<file path="src/design/sdg_pkg.sv">
`timescale 1ns / 1ps

package sdg_pkg;

    // Stream and sample format.
    localparam int SAMPLE_BITS     = 24;
    localparam int TDATA_W         = ((SAMPLE_BITS + 7) / 8) * 8;

    // Exponential table: EXP_TABLE_DEPTH + 1 entries of 2^(i/depth) in Q1.20.
    localparam int EXP_TABLE_DEPTH = 64;
    localparam int TI_W            = $clog2(EXP_TABLE_DEPTH + 1);
    localparam int TAB_W           = 22;

    // Configuration registers.
    localparam int CFG_W           = 25;
    localparam int CFG_ADDR_W      = 2;
    localparam int TGT_W           = 16;

    localparam logic [CFG_ADDR_W-1:0] CFG_TARGET_GAIN_DB    = 2'd0;
    localparam logic [CFG_ADDR_W-1:0] CFG_INPUT_COEFFICIENT = 2'd1;
    localparam logic [CFG_ADDR_W-1:0] CFG_STATE_COEFFICIENT = 2'd2;

    localparam logic signed [TGT_W-1:0] TARGET_RESET = 16'sd0;
    localparam logic [CFG_W-1:0]        COEF_A_RESET = 25'd1747;
    localparam logic [CFG_W-1:0]        COEF_B_RESET = 25'd16775469;

    // Shared multiplier: signed 33 x signed 26.
    localparam int MUL_A_W = 33;
    localparam int MUL_B_W = 26;
    localparam int PROD_W  = MUL_A_W + MUL_B_W;

    // Datapath widths.
    localparam int Z_W     = 32;
    localparam int Y_W     = 34;
    localparam int YC_W    = 24;
    localparam int E_W     = 22;
    localparam int N_W     = 6;
    localparam int DIFF_W  = TAB_W + 1;
    localparam int W_W     = 16;
    localparam int DELTA_W = 24;
    localparam int M_W     = 25;
    localparam int SH_W    = 34;
    localparam int RATIO_W = 24;

    localparam logic signed [YC_W-1:0]   DB_MIN_Q16    = -24'sd4718592;
    localparam logic signed [YC_W-1:0]   DB_MAX_Q16    = 24'sd1572864;
    localparam logic [21:0]              LOG2_10_OVER_20_Q24 = 22'd2786635;
    localparam logic [63:0]              LN2_Q32       = 64'hB17217F8;
    localparam logic [RATIO_W-1:0]       RATIO_MAX     = 24'hFFFFFF;
    localparam logic signed [N_W-1:0]    N_SHL_MAX     = 6'sd8;
    localparam logic signed [Z_W-1:0]    Z_MIN         = {1'b1, {(Z_W-1){1'b0}}};
    localparam logic signed [Z_W-1:0]    Z_MAX         = {1'b0, {(Z_W-1){1'b1}}};

    // Rounding offsets for the arithmetic right shifts.
    localparam logic signed [PROD_W-1:0] HALF_Q24 = PROD_W'(1) << 23;
    localparam logic signed [PROD_W-1:0] HALF_Q20 = PROD_W'(1) << 19;
    localparam logic signed [PROD_W-1:0] HALF_Q16 = PROD_W'(1) << 15;

    typedef enum logic [3:0] {
        ST_IDLE,
        ST_MUL_TARGET,
        ST_MUL_STATE,
        ST_SUM,
        ST_MUL_LOG,
        ST_LOOKUP,
        ST_MUL_INTERP,
        ST_SCALE,
        ST_MUL_SAMPLE,
        ST_ROUND
    } t_state;

    typedef enum logic [2:0] {
        OP_TARGET,
        OP_STATE,
        OP_LOG,
        OP_INTERP,
        OP_SAMPLE
    } t_mul_op;

    typedef struct packed {
        logic    in_ready;
        logic    ld_x;
        logic    mul_en;
        t_mul_op mul_op;
        logic    ld_acc;
        logic    ld_y;
        logic    upd_z;
        logic    ld_lookup;
        logic    ld_ratio;
        logic    ld_out;
    } t_ctrl;

    // One table entry, 2^(i/EXP_TABLE_DEPTH) in Q1.20, from a 32-bit
    // fixed-point exponential series. Only ever called with constants.
    function automatic logic [TAB_W-1:0] pow2_frac_q20(input int unsigned i);
        logic [63:0] x;
        logic [63:0] t;
        logic [63:0] term;
        logic [63:0] sum;
        logic [63:0] rnd;
        x    = (64'(i) << 32) / EXP_TABLE_DEPTH;
        t    = (x * LN2_Q32) >> 32;
        term = 64'd1 << 32;
        sum  = term;
        for (int k = 1; k <= 24; k++) begin
            term = ((term * t) >> 32) / 64'(k);
            sum  = sum + term;
        end
        rnd = (sum + 64'd2048) >> 12;
        return rnd[TAB_W-1:0];
    endfunction

endpackage

</file>
<file path="src/design/sdg_mul.sv">
`timescale 1ns / 1ps

module sdg_mul (
    input  logic                                 i_clk,
    input  logic                                 i_en,
    input  logic signed [sdg_pkg::MUL_A_W-1:0]   i_a,
    input  logic signed [sdg_pkg::MUL_B_W-1:0]   i_b,
    output logic signed [sdg_pkg::PROD_W-1:0]    o_prod
);

    logic signed [sdg_pkg::PROD_W-1:0] r_prod;

    always_ff @(posedge i_clk) begin
        if (i_en) begin
            r_prod <= i_a * i_b;
        end
    end

    assign o_prod = r_prod;

endmodule

</file>
<file path="config.mk">
export PLATFORM = sky130hd
export DESIGN_NAME = sdg_mul
export DESIGN_NICKNAME = d
export VERILOG_FILES = /design/src/design/sdg_pkg.sv /design/src/design/sdg_mul.sv
export SDC_FILE = /design/constraint.sdc
export NUM_CORES = 2
export LEC_CHECK = 0
export BUFFER_PORTS_ARGS = -buffer_cell sky130_fd_sc_hd__buf_2
export CAP_MARGIN = 20
export CORE_ASPECT_RATIO = 0.5
export CORE_UTILIZATION = 55
export CTS_CLUSTER_SIZE = 24
export DETAILED_ROUTE_END_ITERATION = 8
export PLACE_DENSITY = 0.71
export SYNTH_ARGS = -nofsm -noshare
export SYNTH_HDL_FRONTEND = slang
export SYNTH_SLANG_ARGS = --single-unit
export TNS_END_PERCENT = 20
</file>
<file path="constraint.sdc">
create_clock -name i_clk -period 20.4 [get_ports i_clk]
set_input_delay 3.06 -clock i_clk [delete_from_list [all_inputs] [get_ports i_clk]]
set_output_delay 3.06 -clock i_clk [all_outputs]
set_load 0.005 [all_outputs]
</file>
# Word level (Yosys, flattened, before mapping)

Cells that the tools add are included.
W data, S select, Z words.

Word-level logic and storage cells: 2
Flip-flop bits (word level): 59

$mul: 1

Operator list:

| cell             | count |
|---|---|
| $mul A33 B26 Y59 | 1 |

# Logic depth before layout (Yosys ltp)

Depth after elaboration: 1
Mapped depth: 26
Depth with buffers taken out: 24

# Worst setup path before layout

OpenSTA, ideal clock, no wires.

Path type: input to register
Start point: input port i_a[32] (netlist name)
End point: register r_prod (netlist bit o_prod[52]), data pin
Path slack: 10.766 ns
Stages on the path: 24
Library setup time: 0.271 ns
Arrival: 9.363 ns
Path through: clkbuf_1 -> nand2_1 -> inv_1 -> fa_1 -> fa_1 -> inv_1 -> fa_1 -> inv_1 -> fa_1 -> fa_1 -> fa_1 -> inv_1 -> fa_1 -> inv_1 -> ha_1 -> buf_6 -> a21oi_2 -> o21ai_1 -> or2_2 -> or4_1 -> a21o_1 -> a21boi_2 -> o311ai_1 -> xor2_1

Cells in the longest elaborated chain, start to end: 1

Ends and longest elaborated chain:

| element              | RTL line      | RTL |
|---|---|---|
| start, declared      | sdg_mul.sv:6  | `input logic signed [sdg_pkg::MUL_A_W-1:0] i_a,` |
| $mul A33 B26 Y59     | sdg_mul.sv:15 | `r_prod <= i_a * i_b;` |
| end signal, assigned | sdg_mul.sv:15 |  |
| end, declared        | sdg_mul.sv:11 | `logic signed [sdg_pkg::PROD_W-1:0] r_prod;` |

Every way passes these cells.
A chain may end at the register's enable or synchronous reset.

# Worst setup path in the final report

Start point: input port i_b[25] (netlist name)
End point: register r_prod (netlist bit o_prod[50]), data pin

Cells in the longest elaborated chain, start to end: 1

Ends and longest elaborated chain:

| element          | RTL line      | RTL |
|---|---|---|
| start, declared  | sdg_mul.sv:7  | `input logic signed [sdg_pkg::MUL_B_W-1:0] i_b,` |
| $mul A33 B26 Y59 | sdg_mul.sv:15 |  |

Every way passes these cells.

==> metrics <==
status complete, but fails checks; failing checks design-rule violations; most frequent CP cell fa_1; Area growth, synth to finish 3.93%; fin crit share approximately 53%; nets between 4000 and 5000; global-route wire length before repair around 130000 microns; area leader, netlist fa_1; arrival time worst endpoint approximately 11 ns; All-Layer GR Usage between 20% and 30%; fmax around 0.093 GHz; die area between 50000 and 60000 sq um; Post-Syn Instances ~3400; min-delay src i_en; antenna-violating nets left 0; slew margin rel. between 20 and 30%; Reg clk slew, reported paths 0.06 ns; clk sinks 59; via count about 22000; xor/xnor share of the synthesized area under 10%; slowest stage cell, crit path clkinv_1; Die Span X 342 microns; Yosys reg bits 59; crit end category flop; final hold violations 0; number of enable flip-flop cells after synthesis 59; max FFs per register between 50 and 60; CP Cell Sequence buf_2, clkinv_1, nor2_1, fa_1, fa_1, fa_1, fa_1, fa_1, fa_1, inv_1, fa_1, inv_1, ha_1, nand2_1, nor2_1, nand4_1, a21oi_1, a22oi_1, a21oi_1, a31oi_1, xnor2_1; Routed WL per cell 19.0 microns; Synth top area share between 50% and 60%; CP peak stage delay around 0.92 ns; post-synthesis mux area share 0.0315%; syn nets 4459; # DRC 6; Setup Buffers After CTS 0; initial antenna violation count 0; main combinational cell family by area after synthesis adder cells; Synth Area in Compound Gates 3.71%; Total Wirelength 78100 microns; WHS Path Cells 2; number of CTS-inserted buffers 9; total gr overflow 0; Syn. warnings 0; ant diodes 0; largest net degree at the start of global routing 60; largest cells by area after synthesis fa_1, inv_1, and2_1, ha_1, nand2_1; fraction of layout cells with a size suffix above 1 approximately 4.6%; syn avg cell area between 9 and 10 sq um; Die Y-Extent 172 microns; maximum fanout along the worst path 26; simple-gate share of the synthesized area between 15 and 20%; drt via density approximately 5.4; Final Setup Violations 0; Min-Delay Endpoint o_prod[53]$_DFFE_PP_; Max Cap Viol 0; clock root cell clkbuf_16; hold buffer count at CTS 0; Rows just over 60; Top Ports 120; mapped cell area 31800 sq um; GPL Wtd Cong a little under 0.9; Clock Tree Buf Depth 2; Initial Util between 50 and 60%; Setup Crit Path Kind in2reg; Post-Synth Adder-Cell Area 61.5%; Synth Flop Type edfxtp_1; Setup TNS Final 0 ns; Detailed Place HPWL around 63000 microns; Worst Hold Class in2reg; I/O Buffers roughly 120; post-synth cell types 66; CTS tree yes; htree depth 3; final worst path period need approximately 11 ns; async set-reset flop share out of synthesis 0%; vias in the first global route 24360; fillcell total 4957; sequential-to-total area share from yosys stat about 5.6%; Final Slew Violations 0; worst endpoint required time slightly above 20 ns; Iter 0 DRT Violations about 1200; 1st-pass router iterations 7; CP Launch Type input pin; Core Footprint between 50000 and 60000 sq um; Hold Slack 3.38 ns; post-cts gate resize count 0; Worst Tran Pin Value ~1.1 ns; unrepaired setup endpoints after global routing no
==> synthesized netlist by cell type, types with 4 or more instances <==
cell	number
nand2_1	512
inv_1	862
edfxtp_1	59
a211oi_1	9
xor2_1	19
o21ai_0	27
and4_1	8
and3_1	10
and2_1	356
a211o_1	4
buf_2	7
nand4_1	12
clkbuf_1	143
nand2b_1	15
o21bai_1	5
or2_2	4
nand3_1	13
nor3_1	14
o21ai_1	4
ha_1	160
o21a_1	9
nor2_1	51
a21oi_1	49
a21o_1	26
xnor2_1	44
fa_1	878
==> worst max-delay path: cells and delay by family <==
kind	cells	cell delay [ns]
AND/OR/NAND/NOR	4	1.19
buffers and inverters	4	1.36
XOR/XNOR	1	0.16
adder cells (fa/ha/maj)	8	3.80
AO/OA/AOI/OAI	4	1.23
==> logic make-up (layout without fill, tap and decap cells) <==
group,Yosys count,after routing
fa+ha+maj,1038,1038
buf+inv,1018,1003
simple gates,1007,1007
compound gates,174,174
xor+xnor,63,63
flops,59,59
mux,1,1
==> per-stage QoR <==
| step | instances | area [sq um] | setup WS, ns | util (%) |
|---|---|---|---|---|
| 2_1_floorplan | 3360 | 31800 | 10.77 | - |
| 3_3_place_gp | 4085 | 32800 | 9.59 | 58.2 |
| 3_5_place_dp | 4085 | 32800 | 9.39 | 58.2 |
| 4_1_cts | 4101 | 33100 | 9.79 | 58.7 |
| 5_1_grt | 4101 | 33100 | 9.43 | 58.7 |
| 6_report | 4101 | 33100 | 9.65 | 58.7 |
==> area by class of cell <==
cell class,instances,area (sq um),share of cell area (%)
Clock inverter,6,42.5,0.129
Multi-Input combinational cell,2283,26200,79.3
Inverter,863,3240,9.79
Timing Repair Buffer,124,633,1.91
Sequential cell,59,1770,5.36
Clock buffer,10,229,0.692
Tap cell,756,946,2.86
==> cells in the final DEF, fill, tap and decap left out, drive strengths merged, types with 13 or more instances in the layout <==
| master | instances |
|---|---|
| a21o | 26 |
| a21oi | 51 |
| and2 | 356 |
| buf | 124 |
| edfxtp | 59 |
| fa | 878 |
| ha | 160 |
| inv | 862 |
| nand2 | 512 |
| nand2b | 15 |
| nand3 | 13 |
| nand4 | 13 |
| nor2 | 51 |
| nor3 | 14 |
| o21ai | 32 |
| xnor2 | 44 |
| xor2 | 19 |
==> routing by layer <==
metal | global-route usage (%) | up-vias | wire length (microns)
met4 | 12.0 | 0 | 3430
met5 | 0 | - | 0
met2 | 51.1 | 694 | 40800
met1 | 34.4 | 11783 | 29400
met3 | 4.55 | 188 | 4480
li1 | - | 9612 | -
==> worst max path at each step <==
stage / cells after the start / endpoint / start
3_3_place_gp: 21 / o_prod[50]$_DFFE_PP_ / i_b[25]
4_1_cts: 21 / o_prod[50]$_DFFE_PP_ / i_b[25]
6_report: 21 / o_prod[50]$_DFFE_PP_ / i_b[25]
3_5_place_dp: 21 / o_prod[50]$_DFFE_PP_ / i_b[25]
2_1_floorplan: 24 / o_prod[52]$_DFFE_PP_ / i_a[32]
5_1_grt: 21 / o_prod[50]$_DFFE_PP_ / i_b[25]
Power is not shown: default switching activity piles up to over one toggle a cycle in this logic, so the estimate is an artifact.
