<file path="src/design/sdg_pkg.sv">
`timescale 1ns / 1ps

package sdg_pkg;

    // Stream and sample format.
    localparam int SAMPLE_BITS     = 24;
    localparam int TDATA_W         = ((SAMPLE_BITS + 7) / 8) * 8;

    // Exponential table: EXP_TABLE_DEPTH + 1 entries of 2^(i/depth) in Q1.20.
    localparam int EXP_TABLE_DEPTH = 64;
    localparam int TI_W            = $clog2(EXP_TABLE_DEPTH + 1);
    localparam int TAB_W           = 22;

    // Configuration registers.
    localparam int CFG_W           = 25;
    localparam int CFG_ADDR_W      = 2;
    localparam int TGT_W           = 16;

    localparam logic [CFG_ADDR_W-1:0] CFG_TARGET_GAIN_DB    = 2'd0;
    localparam logic [CFG_ADDR_W-1:0] CFG_INPUT_COEFFICIENT = 2'd1;
    localparam logic [CFG_ADDR_W-1:0] CFG_STATE_COEFFICIENT = 2'd2;

    localparam logic signed [TGT_W-1:0] TARGET_RESET = 16'sd0;
    localparam logic [CFG_W-1:0]        COEF_A_RESET = 25'd1747;
    localparam logic [CFG_W-1:0]        COEF_B_RESET = 25'd16775469;

    // Shared multiplier: signed 33 x signed 26.
    localparam int MUL_A_W = 33;
    localparam int MUL_B_W = 26;
    localparam int PROD_W  = MUL_A_W + MUL_B_W;

    // Datapath widths.
    localparam int Z_W     = 32;
    localparam int Y_W     = 34;
    localparam int YC_W    = 24;
    localparam int E_W     = 22;
    localparam int N_W     = 6;
    localparam int DIFF_W  = TAB_W + 1;
    localparam int W_W     = 16;
    localparam int DELTA_W = 24;
    localparam int M_W     = 25;
    localparam int SH_W    = 34;
    localparam int RATIO_W = 24;

    localparam logic signed [YC_W-1:0]   DB_MIN_Q16    = -24'sd4718592;
    localparam logic signed [YC_W-1:0]   DB_MAX_Q16    = 24'sd1572864;
    localparam logic [21:0]              LOG2_10_OVER_20_Q24 = 22'd2786635;
    localparam logic [63:0]              LN2_Q32       = 64'hB17217F8;
    localparam logic [RATIO_W-1:0]       RATIO_MAX     = 24'hFFFFFF;
    localparam logic signed [N_W-1:0]    N_SHL_MAX     = 6'sd8;
    localparam logic signed [Z_W-1:0]    Z_MIN         = {1'b1, {(Z_W-1){1'b0}}};
    localparam logic signed [Z_W-1:0]    Z_MAX         = {1'b0, {(Z_W-1){1'b1}}};

    // Rounding offsets for the arithmetic right shifts.
    localparam logic signed [PROD_W-1:0] HALF_Q24 = PROD_W'(1) << 23;
    localparam logic signed [PROD_W-1:0] HALF_Q20 = PROD_W'(1) << 19;
    localparam logic signed [PROD_W-1:0] HALF_Q16 = PROD_W'(1) << 15;

    typedef enum logic [3:0] {
        ST_IDLE,
        ST_MUL_TARGET,
        ST_MUL_STATE,
        ST_SUM,
        ST_MUL_LOG,
        ST_LOOKUP,
        ST_MUL_INTERP,
        ST_SCALE,
        ST_MUL_SAMPLE,
        ST_ROUND
    } t_state;

    typedef enum logic [2:0] {
        OP_TARGET,
        OP_STATE,
        OP_LOG,
        OP_INTERP,
        OP_SAMPLE
    } t_mul_op;

    typedef struct packed {
        logic    in_ready;
        logic    ld_x;
        logic    mul_en;
        t_mul_op mul_op;
        logic    ld_acc;
        logic    ld_y;
        logic    upd_z;
        logic    ld_lookup;
        logic    ld_ratio;
        logic    ld_out;
    } t_ctrl;

    // One table entry, 2^(i/EXP_TABLE_DEPTH) in Q1.20, from a 32-bit
    // fixed-point exponential series. Only ever called with constants.
    function automatic logic [TAB_W-1:0] pow2_frac_q20(input int unsigned i);
        logic [63:0] x;
        logic [63:0] t;
        logic [63:0] term;
        logic [63:0] sum;
        logic [63:0] rnd;
        x    = (64'(i) << 32) / EXP_TABLE_DEPTH;
        t    = (x * LN2_Q32) >> 32;
        term = 64'd1 << 32;
        sum  = term;
        for (int k = 1; k <= 24; k++) begin
            term = ((term * t) >> 32) / 64'(k);
            sum  = sum + term;
        end
        rnd = (sum + 64'd2048) >> 12;
        return rnd[TAB_W-1:0];
    endfunction

endpackage

</file>
<file path="src/design/sdg_exp_table.sv">
`timescale 1ns / 1ps

module sdg_exp_table (
    input  logic [sdg_pkg::TI_W-1:0]  i_idx,
    output logic [sdg_pkg::TAB_W-1:0] o_lo,
    output logic [sdg_pkg::TAB_W-1:0] o_hi
);

    logic [sdg_pkg::TAB_W-1:0] w_table [0:sdg_pkg::EXP_TABLE_DEPTH];
    logic [sdg_pkg::TI_W-1:0]  w_idx_hi;

    for (genvar g = 0; g <= sdg_pkg::EXP_TABLE_DEPTH; g++) begin : g_entry
        assign w_table[g] = sdg_pkg::pow2_frac_q20(g);
    end

    // The index never exceeds depth - 1, so the upper neighbor always exists.
    assign w_idx_hi = i_idx + sdg_pkg::TI_W'(1);
    assign o_lo     = w_table[i_idx];
    assign o_hi     = w_table[w_idx_hi];

endmodule

</file>
<file path="config.mk">
export PLATFORM = sky130hd
export DESIGN_NAME = sdg_exp_table
export DESIGN_NICKNAME = d
export VERILOG_FILES = /design/src/design/sdg_pkg.sv /design/src/design/sdg_exp_table.sv
export SDC_FILE = /design/constraint.sdc
export NUM_CORES = 1
export LEC_CHECK = 0
export ABC_AREA = 1
export BUFFER_PORTS_ARGS = -buffer_cell sky130_fd_sc_hd__buf_4
export CAP_MARGIN = 0
export CORE_MARGIN = 10
export CORE_UTILIZATION = 30
export DETAILED_ROUTE_END_ITERATION = 10
export GPL_TIMING_DRIVEN = 0
export SETUP_SLACK_MARGIN = 0.3
export SLEW_MARGIN = 20
export SYNTH_ARGS = -nofsm -noshare
export SYNTH_HDL_FRONTEND = slang
export SYNTH_SLANG_ARGS = --single-unit
</file>
<file path="constraint.sdc">
create_clock -name vclk -period 7.7
set_input_delay 1.54 -clock vclk [all_inputs]
set_output_delay 1.54 -clock vclk [all_outputs]
set_load 0.03 [all_outputs]
</file>
* Word-level counts from Yosys, hierarchy flattened
Memory sizes are Yosys's and may differ from the RTL's.
Index checks and enable logic that the tools add are counted.
** Word-level totals
- ROM bits :: 5632
- Flip-flop bits (word level) :: 0
- Memories kept :: 2
- Word-level logic and storage cells :: 11
- Input port bits :: 7
- Output and inout port bits :: 44
** Cells by class
- Mux-type cells :: 4
- Add/subtract/negate cells :: 1
- Magnitude comparators :: 2
- Bitwise operators :: 2
** Memories
- (no name shown) :: depth 128, bits a word 22, rd ports 1, clocked after Yosys merged registers in 0, write ports 0, RTL line sdg_exp_table.sv:19 : assign o_hi = w_table[w_idx_hi];
- (no name shown) :: depth 128, bits a word 22, rd ports 1, clocked after Yosys merged registers in 0, write ports 0, RTL line sdg_exp_table.sv:18 : assign o_lo = w_table[i_idx];
** Operators with widths (count)
- $mux W22 :: 4
- $ge A8 B8 Y1 const B :: 2
- $not A7 Y8 :: 2
- $add A7 B1 Y7 const B :: 1

* Depth between registers and ports, before layout
- Depth in word-level cells :: 5
- Mapped depth :: 15
- Mapped depth without buffers :: 13

* Worst setup path before layout
No wires, ideal clock.
- Kind :: input port to output port
- Start point :: input port i_idx[2] (netlist name)
- End point :: output port o_hi[4] (netlist name)
- Buffers on the path :: 3
- Stages :: 14
- Data required time :: 6.160 ns
- Arrival :: 3.759 ns
- Slack :: 2.401 ns
- Cell sequence :: buf_4 > clkinv_1 > buf_2 > ha_1 > clkbuf_2 > clkinv_1 > ha_1 > nand2_1 > nand2_1 > nand2_1 > nand2_1 > nand2_1 > nand2_1 > nor2_1
** On the way
- Longest elaborated chain between the ends :: 5
** Ends and longest elaborated chain
- start: declaration :: RTL line sdg_exp_table.sv:4 : input logic [sdg_pkg::TI_W-1:0] i_idx,
- $add A7 B1 Y7 :: RTL line sdg_exp_table.sv:17 : assign w_idx_hi = i_idx + sdg_pkg::TI_W'(1);
- $not A7 Y8 (implied by the code) :: RTL line sdg_exp_table.sv:19
- $mem_v2 Z128 W22
- $mux W22 (implied by the code) (2 in series) :: RTL line sdg_exp_table.sv:19
- end: declaration :: RTL line sdg_exp_table.sv:6 : output logic [sdg_pkg::TAB_W-1:0] o_hi
No other way between the ends. The select of a mux whose other input is x is not followed.

* Worst setup path after layout
- Start point :: input port i_idx[1] (netlist name)
- End point :: output port o_hi[4] (netlist name)
The elaborated chain is that of the path after synthesis.

==> flow_metrics.py <==
metrics = {
    "min_path": {
        "hold_path_class": "in2out",
        "holdPathStages": 3,
        "worstHoldEndpoint": "o_lo[21]",
        "min-delay-start": "i_idx[6]",
    },
    "routing": {
        "wire_per_inst_um": 23.0,
        "dr.pass1.iters": 9,
        "vias": 6219,
        "routed_wl_mm": 24.1,
        "drt_iter0_markers": 1160,
        "ant_nets": 0,
        "detail_route.vias_per_cell": 5.93,
        "drc_errors": 0,
    },
    "worst_setup_path": {
        "slowest_stage": "ha_1",
        "cp-start-kind": "input pin",
        "arrival_ns": 4.50,
        "cp-end-kind": "output pin",
        "critPathKind": "in2out",
        "cpMostUsedCell": "nand2_1",
        "cp_max_fo": 14,
        "crit_chain": "buf_4, ha_1, buf_2, inv_1, ha_1, clkbuf_2, clkinv_1, ha_1, nand2_1, nand2_1, nand2_1, nand2_1, nand2_1, nand2_1, nor2_1, buf_4",
        "critPathMaxStageDelay_ns": 0.45,
        "critical-path-top-delay-family": "buffers and inverters",
        "crit_buf_inv": 6,
        "cp.required_ns": 6.16,
    },
    "timing": {
        "worst_slack_ns": 1.66,
        "final-max-slew-violation-count": 0,
        "final_hold_viol_count": 0,
        "period_needed_ns": 6.04,
        "setup_violations": 0,
        "grt_setup_unrepaired": "false",
        "relSlewSlack": 0.401,
        "tightest_slew_ns": 0.890,
        "finalCritPeriodShare": 0.784,
        "max_freq_mhz": 166,
        "final.setup.tns_ns": 0,
    },
    "yosys": {
        "synth_area_um2": 3910,
        "syn_nets": 855,
        "synthCells": 826,
        "ys_seq_area_frac": 0,
        "synth_cell_types": 33,
        "yosys_warnings": 0,
        "synth_area_per_cell_um2": 4.74,
    },
    "clock_network": {
        "cts_resized": 0,
        "postCtsHoldBufs": 0,
        "cts_setup_buffers": 0,
    },
    "global_routing": {
        "grt_pass1_vias": 5846,
        "grt_max_degree": 15,
        "antenna_found_initial": 0,
        "gr-total-overflow": 0,
        "grt_pass1_wl_mm": 36.1,
        "grt_use_total": 0.254,
    },
    "place": {
        "gp_congestion": 1.07,
        "port_buffers": 50,
        "dp_slack_ns": 1.72,
        "placed_area_um2": 4500,
        "dp_hpwl_mm": 18.3,
    },
    "status": {
        "outcome": "finished, final reports clean",
    },
    "finish": {
        "drive_above_1_share": 0.127,
        "fin_util": 0.354,
        "seq_cell_count": 0,
        "nFillCells": 1578,
        "multi_input_area_um2": 3430,
        "fin_area_um2": 4500,
        "regArea_um2": 0,
        "nets": 907,
        "syn2layout_area_growth_pct": 15.1,
        "clkbuf_count": 0,
        "n_antenna_cell": 0,
    },
    "die": {
        "rows": 41,
        "start_util": 0.308,
        "num_io_pins": 51,
        "die-area_um2": 18000,
        "die_w_um": 134,
        "coreArea_um2": 12700,
        "die_y_um": 134,
    },
    "power": {
        "leakage_nw": 2.39,
        "peakVddDrop_uv": 28.9,
        "p_per_area_nw_per_um2": 100,
    },
    "job": {
        "cap_violations": 0,
    },
}
layout make-up:
| type | count | area share |
|---|---|---|
| buffer | 58 | 0.0647 |
| inverter | 51 | 0.0431 |
| multi-input combinational | 717 | 0.761 |
| tap | 172 | 0.0478 |
| timing repair buffer | 50 | 0.0833 |
metrics by stage:
stage / cells / power, mW / hold WS, ns
2_1_floorplan: 826 / 0.283 / 3.21
3_3_place_gp: 1048 / 0.441 / 3.41
3_5_place_dp: 1048 / 0.433 / 3.41
4_1_cts: 1048 / 0.435 / 3.41
5_1_grt: 1048 / 0.481 / 3.43
6_report: 1048 / 0.450 / 3.41
power breakdown:
| group | internal, mW | total [mW] | switching, mW |
|---|---|---|---|
| Sequential | 0 | 0 | 0 |
| Combinational | 0.128 | 0.450 | 0.322 |
| Clock | 0 | 0 | 0 |
kinds of logic after synthesis:
logic type | share of synthesized area
AO/OA/AOI/OAI | 0.208
XOR/XNOR | 0.0141
adder cells (fa/ha/maj) | 0.0703
buffers and inverters | 0.124
AND/OR/NAND/NOR | 0.583
cell usage after synthesis:
cell / number / share of area
nand2_2: 4 / 0.0064
or2_2: 3 / 0.0048
buf_6: 1 / 0.0029
nor2_8: 1 / 0.0051
o21ai_0: 77 / 0.098
o211ai_1: 21 / 0.040
a211oi_1: 1 / 0.0019
inv_2: 4 / 0.0038
buf_4: 6 / 0.012
o22ai_1: 2 / 0.0032
a31oi_1: 2 / 0.0032
nor3_1: 5 / 0.0064
ha_1: 22 / 0.070
o21ai_1: 3 / 0.0038
nand2_1: 300 / 0.29
a21boi_0: 1 / 0.0019
nor2_1: 101 / 0.097
a21oi_1: 40 / 0.051
nand3b_1: 1 / 0.0019
a32oi_1: 1 / 0.0022
nand3_4: 1 / 0.0045
clkbuf_1: 15 / 0.014
nor2_4: 3 / 0.0086
nand4_1: 3 / 0.0048
inv_4: 1 / 0.0016
nand3_1: 122 / 0.16
clkinv_1: 3 / 0.0029
buf_2: 34 / 0.043
o221ai_1: 1 / 0.0022
buf_1: 1 / 0.00096
inv_1: 43 / 0.041
xor2_4: 2 / 0.014
clkbuf_2: 1 / 0.0013
worst max path at each step:
stage / start / to / slack, ns / depth (start not counted)
after floorplan: i_idx[2] / o_hi[4] / 2.40 / 14
after global placement: i_idx[1] / o_hi[4] / 1.73 / 16
after detailed placement: i_idx[1] / o_hi[4] / 1.72 / 16
after CTS: i_idx[1] / o_hi[4] / 1.72 / 16
after global routing: i_idx[1] / o_hi[5] / 1.42 / 14
final: i_idx[1] / o_hi[4] / 1.66 / 16
tightest hold or removal path, delay by kind of cell:
family | cells | cell delay (ns)
buf+inv | 3 | 0.32
routing by layer:
layer  GRT usage  share of wire  wire (µm)  vias up
met1       0.315           0.38       9230     2747
met2       0.395           0.44      10500      531
met3      0.0344          0.099       2380      123
met5           0              0          0        -
met4       0.178          0.081       1960        0
li1            -              -          -     2818
cell usage in the layout (no fill, tap or decap), drive strengths merged:
cell	synthesis	routed
ha	22	22
xor2	2	2
o21ai	80	80
a21oi	40	40
nand2	304	304
nor3	5	5
nand3b	1	1
or2	3	3
a32oi	1	1
a211oi	1	1
nand4	3	3
o22ai	2	2
o221ai	1	1
a31oi	2	2
clkinv	3	3
a21boi	1	1
clkbuf	16	16
nand3	123	123
nor2	105	105
o211ai	21	21
buf	42	92
inv	48	48
No activity file was read; power rests on OpenSTA's default activity.
