===== config.mk =====
export PLATFORM = sky130hd
export DESIGN_NAME = sdg_ctrl
export DESIGN_NICKNAME = d
export VERILOG_FILES = /design/src/design/sdg_pkg.sv /design/src/design/sdg_ctrl.sv
export SDC_FILE = /design/constraint.sdc
export NUM_CORES = 1
export LEC_CHECK = 0
export BUFFER_PORTS_ARGS = -buffer_cell sky130_fd_sc_hd__buf_2
export CORE_AREA = 5 5 42 44
export CTS_BUF_LIST = sky130_fd_sc_hd__clkbuf_8
export DETAILED_ROUTE_END_ITERATION = 7
export DIE_AREA = 0 0 47 49
export PLACE_DENSITY = 0.49
export RECOVER_POWER = 25
export SLEW_MARGIN = 10
export SYNTH_ARGS = -nofsm -noshare
export SYNTH_HDL_FRONTEND = slang
export SYNTH_SLANG_ARGS = --single-unit

===== constraint.sdc =====
create_clock -name i_clk -period 1.4 [get_ports i_clk]
set_input_delay 0.14 -clock i_clk [delete_from_list [all_inputs] [get_ports i_clk]]
set_output_delay 0.14 -clock i_clk [all_outputs]
set_load 0.02 [all_outputs]

===== src/design/sdg_pkg.sv =====
`timescale 1ns / 1ps

package sdg_pkg;

    // Stream and sample format.
    localparam int SAMPLE_BITS     = 24;
    localparam int TDATA_W         = ((SAMPLE_BITS + 7) / 8) * 8;

    // Exponential table: EXP_TABLE_DEPTH + 1 entries of 2^(i/depth) in Q1.20.
    localparam int EXP_TABLE_DEPTH = 64;
    localparam int TI_W            = $clog2(EXP_TABLE_DEPTH + 1);
    localparam int TAB_W           = 22;

    // Configuration registers.
    localparam int CFG_W           = 25;
    localparam int CFG_ADDR_W      = 2;
    localparam int TGT_W           = 16;

    localparam logic [CFG_ADDR_W-1:0] CFG_TARGET_GAIN_DB    = 2'd0;
    localparam logic [CFG_ADDR_W-1:0] CFG_INPUT_COEFFICIENT = 2'd1;
    localparam logic [CFG_ADDR_W-1:0] CFG_STATE_COEFFICIENT = 2'd2;

    localparam logic signed [TGT_W-1:0] TARGET_RESET = 16'sd0;
    localparam logic [CFG_W-1:0]        COEF_A_RESET = 25'd1747;
    localparam logic [CFG_W-1:0]        COEF_B_RESET = 25'd16775469;

    // Shared multiplier: signed 33 x signed 26.
    localparam int MUL_A_W = 33;
    localparam int MUL_B_W = 26;
    localparam int PROD_W  = MUL_A_W + MUL_B_W;

    // Datapath widths.
    localparam int Z_W     = 32;
    localparam int Y_W     = 34;
    localparam int YC_W    = 24;
    localparam int E_W     = 22;
    localparam int N_W     = 6;
    localparam int DIFF_W  = TAB_W + 1;
    localparam int W_W     = 16;
    localparam int DELTA_W = 24;
    localparam int M_W     = 25;
    localparam int SH_W    = 34;
    localparam int RATIO_W = 24;

    localparam logic signed [YC_W-1:0]   DB_MIN_Q16    = -24'sd4718592;
    localparam logic signed [YC_W-1:0]   DB_MAX_Q16    = 24'sd1572864;
    localparam logic [21:0]              LOG2_10_OVER_20_Q24 = 22'd2786635;
    localparam logic [63:0]              LN2_Q32       = 64'hB17217F8;
    localparam logic [RATIO_W-1:0]       RATIO_MAX     = 24'hFFFFFF;
    localparam logic signed [N_W-1:0]    N_SHL_MAX     = 6'sd8;
    localparam logic signed [Z_W-1:0]    Z_MIN         = {1'b1, {(Z_W-1){1'b0}}};
    localparam logic signed [Z_W-1:0]    Z_MAX         = {1'b0, {(Z_W-1){1'b1}}};

    // Rounding offsets for the arithmetic right shifts.
    localparam logic signed [PROD_W-1:0] HALF_Q24 = PROD_W'(1) << 23;
    localparam logic signed [PROD_W-1:0] HALF_Q20 = PROD_W'(1) << 19;
    localparam logic signed [PROD_W-1:0] HALF_Q16 = PROD_W'(1) << 15;

    typedef enum logic [3:0] {
        ST_IDLE,
        ST_MUL_TARGET,
        ST_MUL_STATE,
        ST_SUM,
        ST_MUL_LOG,
        ST_LOOKUP,
        ST_MUL_INTERP,
        ST_SCALE,
        ST_MUL_SAMPLE,
        ST_ROUND
    } t_state;

    typedef enum logic [2:0] {
        OP_TARGET,
        OP_STATE,
        OP_LOG,
        OP_INTERP,
        OP_SAMPLE
    } t_mul_op;

    typedef struct packed {
        logic    in_ready;
        logic    ld_x;
        logic    mul_en;
        t_mul_op mul_op;
        logic    ld_acc;
        logic    ld_y;
        logic    upd_z;
        logic    ld_lookup;
        logic    ld_ratio;
        logic    ld_out;
    } t_ctrl;

    // One table entry, 2^(i/EXP_TABLE_DEPTH) in Q1.20, from a 32-bit
    // fixed-point exponential series. Only ever called with constants.
    function automatic logic [TAB_W-1:0] pow2_frac_q20(input int unsigned i);
        logic [63:0] x;
        logic [63:0] t;
        logic [63:0] term;
        logic [63:0] sum;
        logic [63:0] rnd;
        x    = (64'(i) << 32) / EXP_TABLE_DEPTH;
        t    = (x * LN2_Q32) >> 32;
        term = 64'd1 << 32;
        sum  = term;
        for (int k = 1; k <= 24; k++) begin
            term = ((term * t) >> 32) / 64'(k);
            sum  = sum + term;
        end
        rnd = (sum + 64'd2048) >> 12;
        return rnd[TAB_W-1:0];
    endfunction

endpackage


===== src/design/sdg_ctrl.sv =====
`timescale 1ns / 1ps

module sdg_ctrl (
    input  logic            i_clk,
    input  logic            i_rst_n,
    input  logic            i_in_valid,
    input  logic            i_out_free,
    output sdg_pkg::t_ctrl  o_ctrl
);

    sdg_pkg::t_state r_state;
    sdg_pkg::t_state n_state;

    always_ff @(posedge i_clk) begin
        if (!i_rst_n) begin
            r_state <= sdg_pkg::ST_IDLE;
        end else begin
            r_state <= n_state;
        end
    end

    always_comb begin
        n_state = r_state;
        unique case (r_state)
            sdg_pkg::ST_IDLE: begin
                if (i_in_valid) begin
                    n_state = sdg_pkg::ST_MUL_TARGET;
                end
            end
            sdg_pkg::ST_MUL_TARGET: n_state = sdg_pkg::ST_MUL_STATE;
            sdg_pkg::ST_MUL_STATE:  n_state = sdg_pkg::ST_SUM;
            sdg_pkg::ST_SUM:        n_state = sdg_pkg::ST_MUL_LOG;
            sdg_pkg::ST_MUL_LOG:    n_state = sdg_pkg::ST_LOOKUP;
            sdg_pkg::ST_LOOKUP:     n_state = sdg_pkg::ST_MUL_INTERP;
            sdg_pkg::ST_MUL_INTERP: n_state = sdg_pkg::ST_SCALE;
            sdg_pkg::ST_SCALE:      n_state = sdg_pkg::ST_MUL_SAMPLE;
            sdg_pkg::ST_MUL_SAMPLE: n_state = sdg_pkg::ST_ROUND;
            sdg_pkg::ST_ROUND: begin
                // The next request may enter in the same cycle the result leaves.
                if (i_out_free) begin
                    n_state = i_in_valid ? sdg_pkg::ST_MUL_TARGET : sdg_pkg::ST_IDLE;
                end
            end
            default: n_state = sdg_pkg::ST_IDLE;
        endcase
    end

    always_comb begin
        o_ctrl           = '0;
        o_ctrl.mul_op    = sdg_pkg::OP_TARGET;
        unique case (r_state)
            sdg_pkg::ST_IDLE: begin
                o_ctrl.in_ready = 1'b1;
                o_ctrl.ld_x     = i_in_valid;
            end
            sdg_pkg::ST_MUL_TARGET: begin
                o_ctrl.mul_en = 1'b1;
                o_ctrl.mul_op = sdg_pkg::OP_TARGET;
            end
            sdg_pkg::ST_MUL_STATE: begin
                o_ctrl.mul_en = 1'b1;
                o_ctrl.mul_op = sdg_pkg::OP_STATE;
                o_ctrl.ld_acc = 1'b1;
            end
            sdg_pkg::ST_SUM: begin
                o_ctrl.ld_y = 1'b1;
            end
            sdg_pkg::ST_MUL_LOG: begin
                o_ctrl.mul_en = 1'b1;
                o_ctrl.mul_op = sdg_pkg::OP_LOG;
                o_ctrl.upd_z  = 1'b1;
            end
            sdg_pkg::ST_LOOKUP: begin
                o_ctrl.ld_lookup = 1'b1;
            end
            sdg_pkg::ST_MUL_INTERP: begin
                o_ctrl.mul_en = 1'b1;
                o_ctrl.mul_op = sdg_pkg::OP_INTERP;
            end
            sdg_pkg::ST_SCALE: begin
                o_ctrl.ld_ratio = 1'b1;
            end
            sdg_pkg::ST_MUL_SAMPLE: begin
                o_ctrl.mul_en = 1'b1;
                o_ctrl.mul_op = sdg_pkg::OP_SAMPLE;
            end
            sdg_pkg::ST_ROUND: begin
                o_ctrl.ld_out   = i_out_free;
                o_ctrl.in_ready = i_out_free;
                o_ctrl.ld_x     = i_out_free & i_in_valid;
            end
            default: begin
                o_ctrl.in_ready = 1'b0;
            end
        endcase
    end

endmodule


== Yosys cells after proc, flatten, opt, wreduce, memory -nomap -nowiden ==
Cells that the tools add are included.
W data, S select, Z words.

* Eq/ne operators: 11
* Multiplexer cells: 13
* Bitwise gates (word level): 1
* Reductions and logical operators: 2

{| class="wikitable"
|+ Operators with widths
! kind !! number
|-
| $pmux W4 S10 || 1
|-
| $pmux W4 S5 || 1
|-
| $eq A4 B3 Y1 const B || 4
|-
| $eq A4 B2 Y1 const B || 2
|-
| $eq A4 B4 Y1 const B || 2
|-
| $mux W4 || 2
|-
| $mux W1 || 7
|-
| $eq A4 B1 Y1 const B || 1
|-
| $logic_not A4 Y1 || 1
|-
| $ne A2 B2 Y1 const B || 2
|-
| $pmux W1 S2 || 2
|-
| $reduce_and A2 Y1 || 1
|-
| $and A1 B1 Y1 || 1
|}

* Flip-flop bits (word level): 4
* Input port bits: 4
* Output and inout port bits: 12
* Logic and storage cells: 28

== Depth between registers and ports, before layout ==
* Depth after elaboration: 3
* Depth in mapped cells: 4
* Depth with buffers taken out: 3

== Least setup slack after synthesis ==
Ideal clock, no wire load.

* Kind: reg2out
* Start: reg r_state[0]
* End: out o_ctrl[10] in the netlist's numbering
* Arrival time: 1.291 ns
* Required time: 1.260 ns
* Slack: -0.031 ns
* Cell stages (with the launch flop): 4
* Path buffers: 0
* Path through: dfxtp_1 nand2_1 a2111oi_4 and2_1

{| class="wikitable"
|+ RTL lines
! element !! line !! text
|-
| start: declaration || sdg_ctrl.sv:11 || <nowiki>sdg_pkg::t_state r_state;</nowiki>
|-
| start signal: assignment || sdg_ctrl.sv:16 || <nowiki>r_state <= sdg_pkg::ST_IDLE;</nowiki>
|-
| start signal: assignment || sdg_ctrl.sv:18 || <nowiki>r_state <= n_state;</nowiki>
|-
| end: declaration || sdg_ctrl.sv:8 || <nowiki>output sdg_pkg::t_ctrl o_ctrl</nowiki>
|}

==> impl_summary.log <==
[metrics] sequential-to-total area share from yosys stat: 0.247
[metrics] main combinational cell family by area after synthesis: simple AND/OR/NAND/NOR gates
[metrics] Crit path max-delay family: flip-flops
[metrics] pin count of the biggest net entering global routing: 8
[metrics] vias: 417
[metrics] first-pass GRT wire length: ~1.8 mm
[metrics] biggest registers after layout: r_state: 4 flops
[metrics] number of nets in the layout: 76
[metrics] static leakage: 0.282 nW
[metrics] number of I/O port buffers: 15
[metrics] signal arrival time at the worst endpoint: 1.33 ns
[metrics] mean instance size in the synthesized netlist: 7.54 sq um
[metrics] Iteration-0 DRC Markers: 8
[metrics] area growth from synthesis to final layout: 81.1%
[metrics] most used routing layer: met2
[metrics] worst-skew pair later-pin latency: 0.21 ns
[metrics] flop2flop setup slack: roughly 0.070 ns
[metrics] delay of the slowest cell on the worst path: 0.35 ns
[metrics] wire length per cell: 11.9 um
[metrics] register containing the most flip-flops in the final layout: r_state
[metrics] Starting Density: 0.231
[metrics] post-synth design cell area: approximately 320 sq um
[metrics] number of standard cells after synthesis: 43
[metrics] result of the run: finished with violations
[metrics] proportion of netlist area held by the largest area contributor: 0.247
[metrics] GRT Residual Overflow: 0
[metrics] Clock Sink Count: 4
[metrics] CTS tree: done
[metrics] dominant cells by area after synthesis: dfxtp_1, nor2_1, a2111oi_4
[metrics] measured slew at the worst slew-check pin: 0.282 ns
[metrics] unrepaired setup endpoints after global routing: yes
[metrics] number of synthesized register bits: 4
[metrics] num rows: 14
[metrics] violated checks: setup timing
[metrics] met3 track utilization from global routing: 0.0443
[metrics] final count of pins violating max slew: 0
[metrics] post-route antenna net violation count: 0
[metrics] area share of and/or/nand/nor cells after synthesis: 0.371
[metrics] Post-Place Setup Slack: 0.0788 ns
[metrics] share of post-route cells with drive strength above 1: 0.586
[metrics] fraction of the cycle the final worst path needs: 1.05
[metrics] power density over cell area: 1280 nW/um^2
[metrics] number of setup violations in the final report: 1
[metrics] Largest register FFs: 4
[metrics] Bufs and invs on worst path: 2
[metrics] clock root buffer: clkbuf_8
[metrics] chain of cells forming the critical path: buf_6 > a2111oi_4 > and2_4 > buf_6
[metrics] post-detailed-placement cell area: about 450 sq um
[metrics] capturing element type of the critical path: output pin
[metrics] sum of net half-perimeters after detailed placement: 693 um
[metrics] required time of the critical path: 1.26 ns
[metrics] largest fanout on the critical path: 5
[metrics] Max-cap violations: 0
[metrics] IR Drop Worst-Case VDD: between 600 and 700 uV
[metrics] worst slew slack as a fraction of its limit: 0.812
[metrics] Inserted Clock Buffers: 3
[metrics] CTS Buffer Depth: 2
[metrics] Top-Level Pins: 16
[metrics] number of hold violations in the final report: 0
[metrics] Routed WL: 1.02 mm
[metrics] complex-gate fraction of the synthesized area: 0.251
[metrics] Die Span Y: 49 um
[metrics] met1 usage in global routing: 0.112
[metrics] DRC Markers: 0
[metrics] Final Skew: 0.00169 ns
[metrics] post-route standard cell area excluding fillers: 587 sq um
[metrics] vias in the first global route: 407
[metrics] met2 Resource Use GR: 0.174
[metrics] Chip Width: 47 um
[metrics] mux cell area share after synthesis: 0
[metrics] CTS H-Tree Depth: 1
[metrics] drt via density: a little under 5
[metrics] library cells used by synthesis: 23
[metrics] crit path launch type: register
[metrics] hold crit path type: in -> reg
[metrics] Adder-Cell Fraction of Synth Area: 0
[metrics] worst setup slack after layout: -0.0666 ns
[metrics] Syn. warnings: 0
[metrics] xor/xnor share of the synthesized area: 0.0541
[metrics] Pre-Repair DR Iteration Count: 4
[metrics] post-layout min period: 1.47 ns
[metrics] DIE AREA: 2300 sq um
[metrics] type of the worst setup path: reg -> out
[metrics] dominant cell type by area after synthesis: dfxtp_1
[metrics] final antenna diode count: 0
[metrics] CP most frequent cell: buf_6
[metrics] syn_nets: 47
[metrics] standard cell with the maximum stage delay on the critical path: dfxtp_4
[metrics] clock transition time at the flip-flop clock pins of the worst setup and hold paths: 0.03 ns
[metrics] core area: 1400 sq um
[metrics] Max Freq: approximately 0.68 GHz
[metrics] last weighted congestion value of the routability-driven placer: 0.712
[metrics] number of antenna violations at the first check in global routing: 0
[metrics] total track usage: 0.103
[power breakdown]
part           internal [mW]  switching [mW]  leakage (nW)
sequential             0.133          0.0188        0.0350
combinational          0.176           0.183         0.226
clock                  0.183          0.0571        0.0216
total                  0.492           0.259         0.282
[layer usage]
layer,vias to the layer above,part of all wire
li1,205,-
met1,202,0.39
met2,10,0.56
met3,0,0.053
met4,0,0
met5,-,0
[stage by stage]
stage | setup TNS, ns | std cells | hold WS [ns] | total power, mW | utilization
floorplan | 0 | 43 | 0.280 | 0.350 | -
detailed placement | 0 | 77 | 0.416 | 0.449 | 0.320
finish | -0.0666 | 86 | 0.197 | 0.750 | 0.419
global route | -0.262 | 86 | 0.195 | 0.803 | 0.419
global placement | 0 | 77 | 0.424 | 0.448 | 0.320
CTS | -0.147 | 85 | 0.184 | 0.738 | 0.402
[cell usage after synthesis]
| master | instances |
|---|---|
| clkbuf_1 | 1 |
| a2bb2oi_1 | 1 |
| o21ai_0 | 1 |
| o2111a_1 | 1 |
| xor2_1 | 2 |
| o21ai_1 | 1 |
| nand3_1 | 1 |
| or4_1 | 1 |
| o22ai_1 | 1 |
| dfxtp_1 | 4 |
| buf_2 | 2 |
| nor3_1 | 4 |
| nand2_1 | 3 |
| a2111oi_4 | 1 |
| a21oi_1 | 2 |
| nor3b_1 | 1 |
| buf_6 | 1 |
| nor2_1 | 8 |
| o21bai_1 | 1 |
| or2b_1 | 1 |
| nand2b_1 | 3 |
| and2_1 | 1 |
| nor2b_1 | 1 |
[cells in the final DEF (no fill, tap or decap), types with 2 or more instances in the layout]
| master | n |
|---|---|
| a21oi_1 | 2 |
| buf_2 | 13 |
| buf_4 | 9 |
| buf_6 | 6 |
| clkbuf_8 | 3 |
| dfxtp_2 | 2 |
| dfxtp_4 | 2 |
| nand2_1 | 2 |
| nand2b_1 | 3 |
| nor2_1 | 7 |
| nor3_1 | 4 |
| xor2_1 | 2 |
[worst register-to-register path, stage by stage, from the launching register on]
cell	delay (ns)
dfxtp_2	0.32
buf_6	0.12
buf_6	0.11
or4_1	0.49
o21ai_1	0.13
a21oi_1	0.05
[logic make-up (layout without fill, tap and decap cells)]
family / Yosys count / after routing
buf+inv: 4 / 31
compound gates: 9 / 9
flops: 4 / 4
xor+xnor: 2 / 2
simple gates: 24 / 24
[path summary, 6_finish.rpt]
check                           startpoint    endpoint  cells past startpoint
worst max-delay path            r_state[1]  o_ctrl[10]                      4
worst min-delay path               i_rst_n  r_state[0]                      2
worst max register to register  r_state[3]  r_state[3]                      5
worst min register to register  r_state[2]  r_state[3]                      3
[what timing repair did]
action,in CTS,in global routing
pin swaps,3,3
resized for setup,14,5
hold buffers,0,0
setup endpoints to repair,6,10
gates cloned,0,0
buffers inserted,5,1
[layout make-up]
class	count	area [sq um]
clock buffer	3	41.3
fill	156	815
multi-input combinational	35	235
sequential	4	90.1
tap	16	20.0
timing repair buffer	28	200
Power figures use the tool's default switching activity.
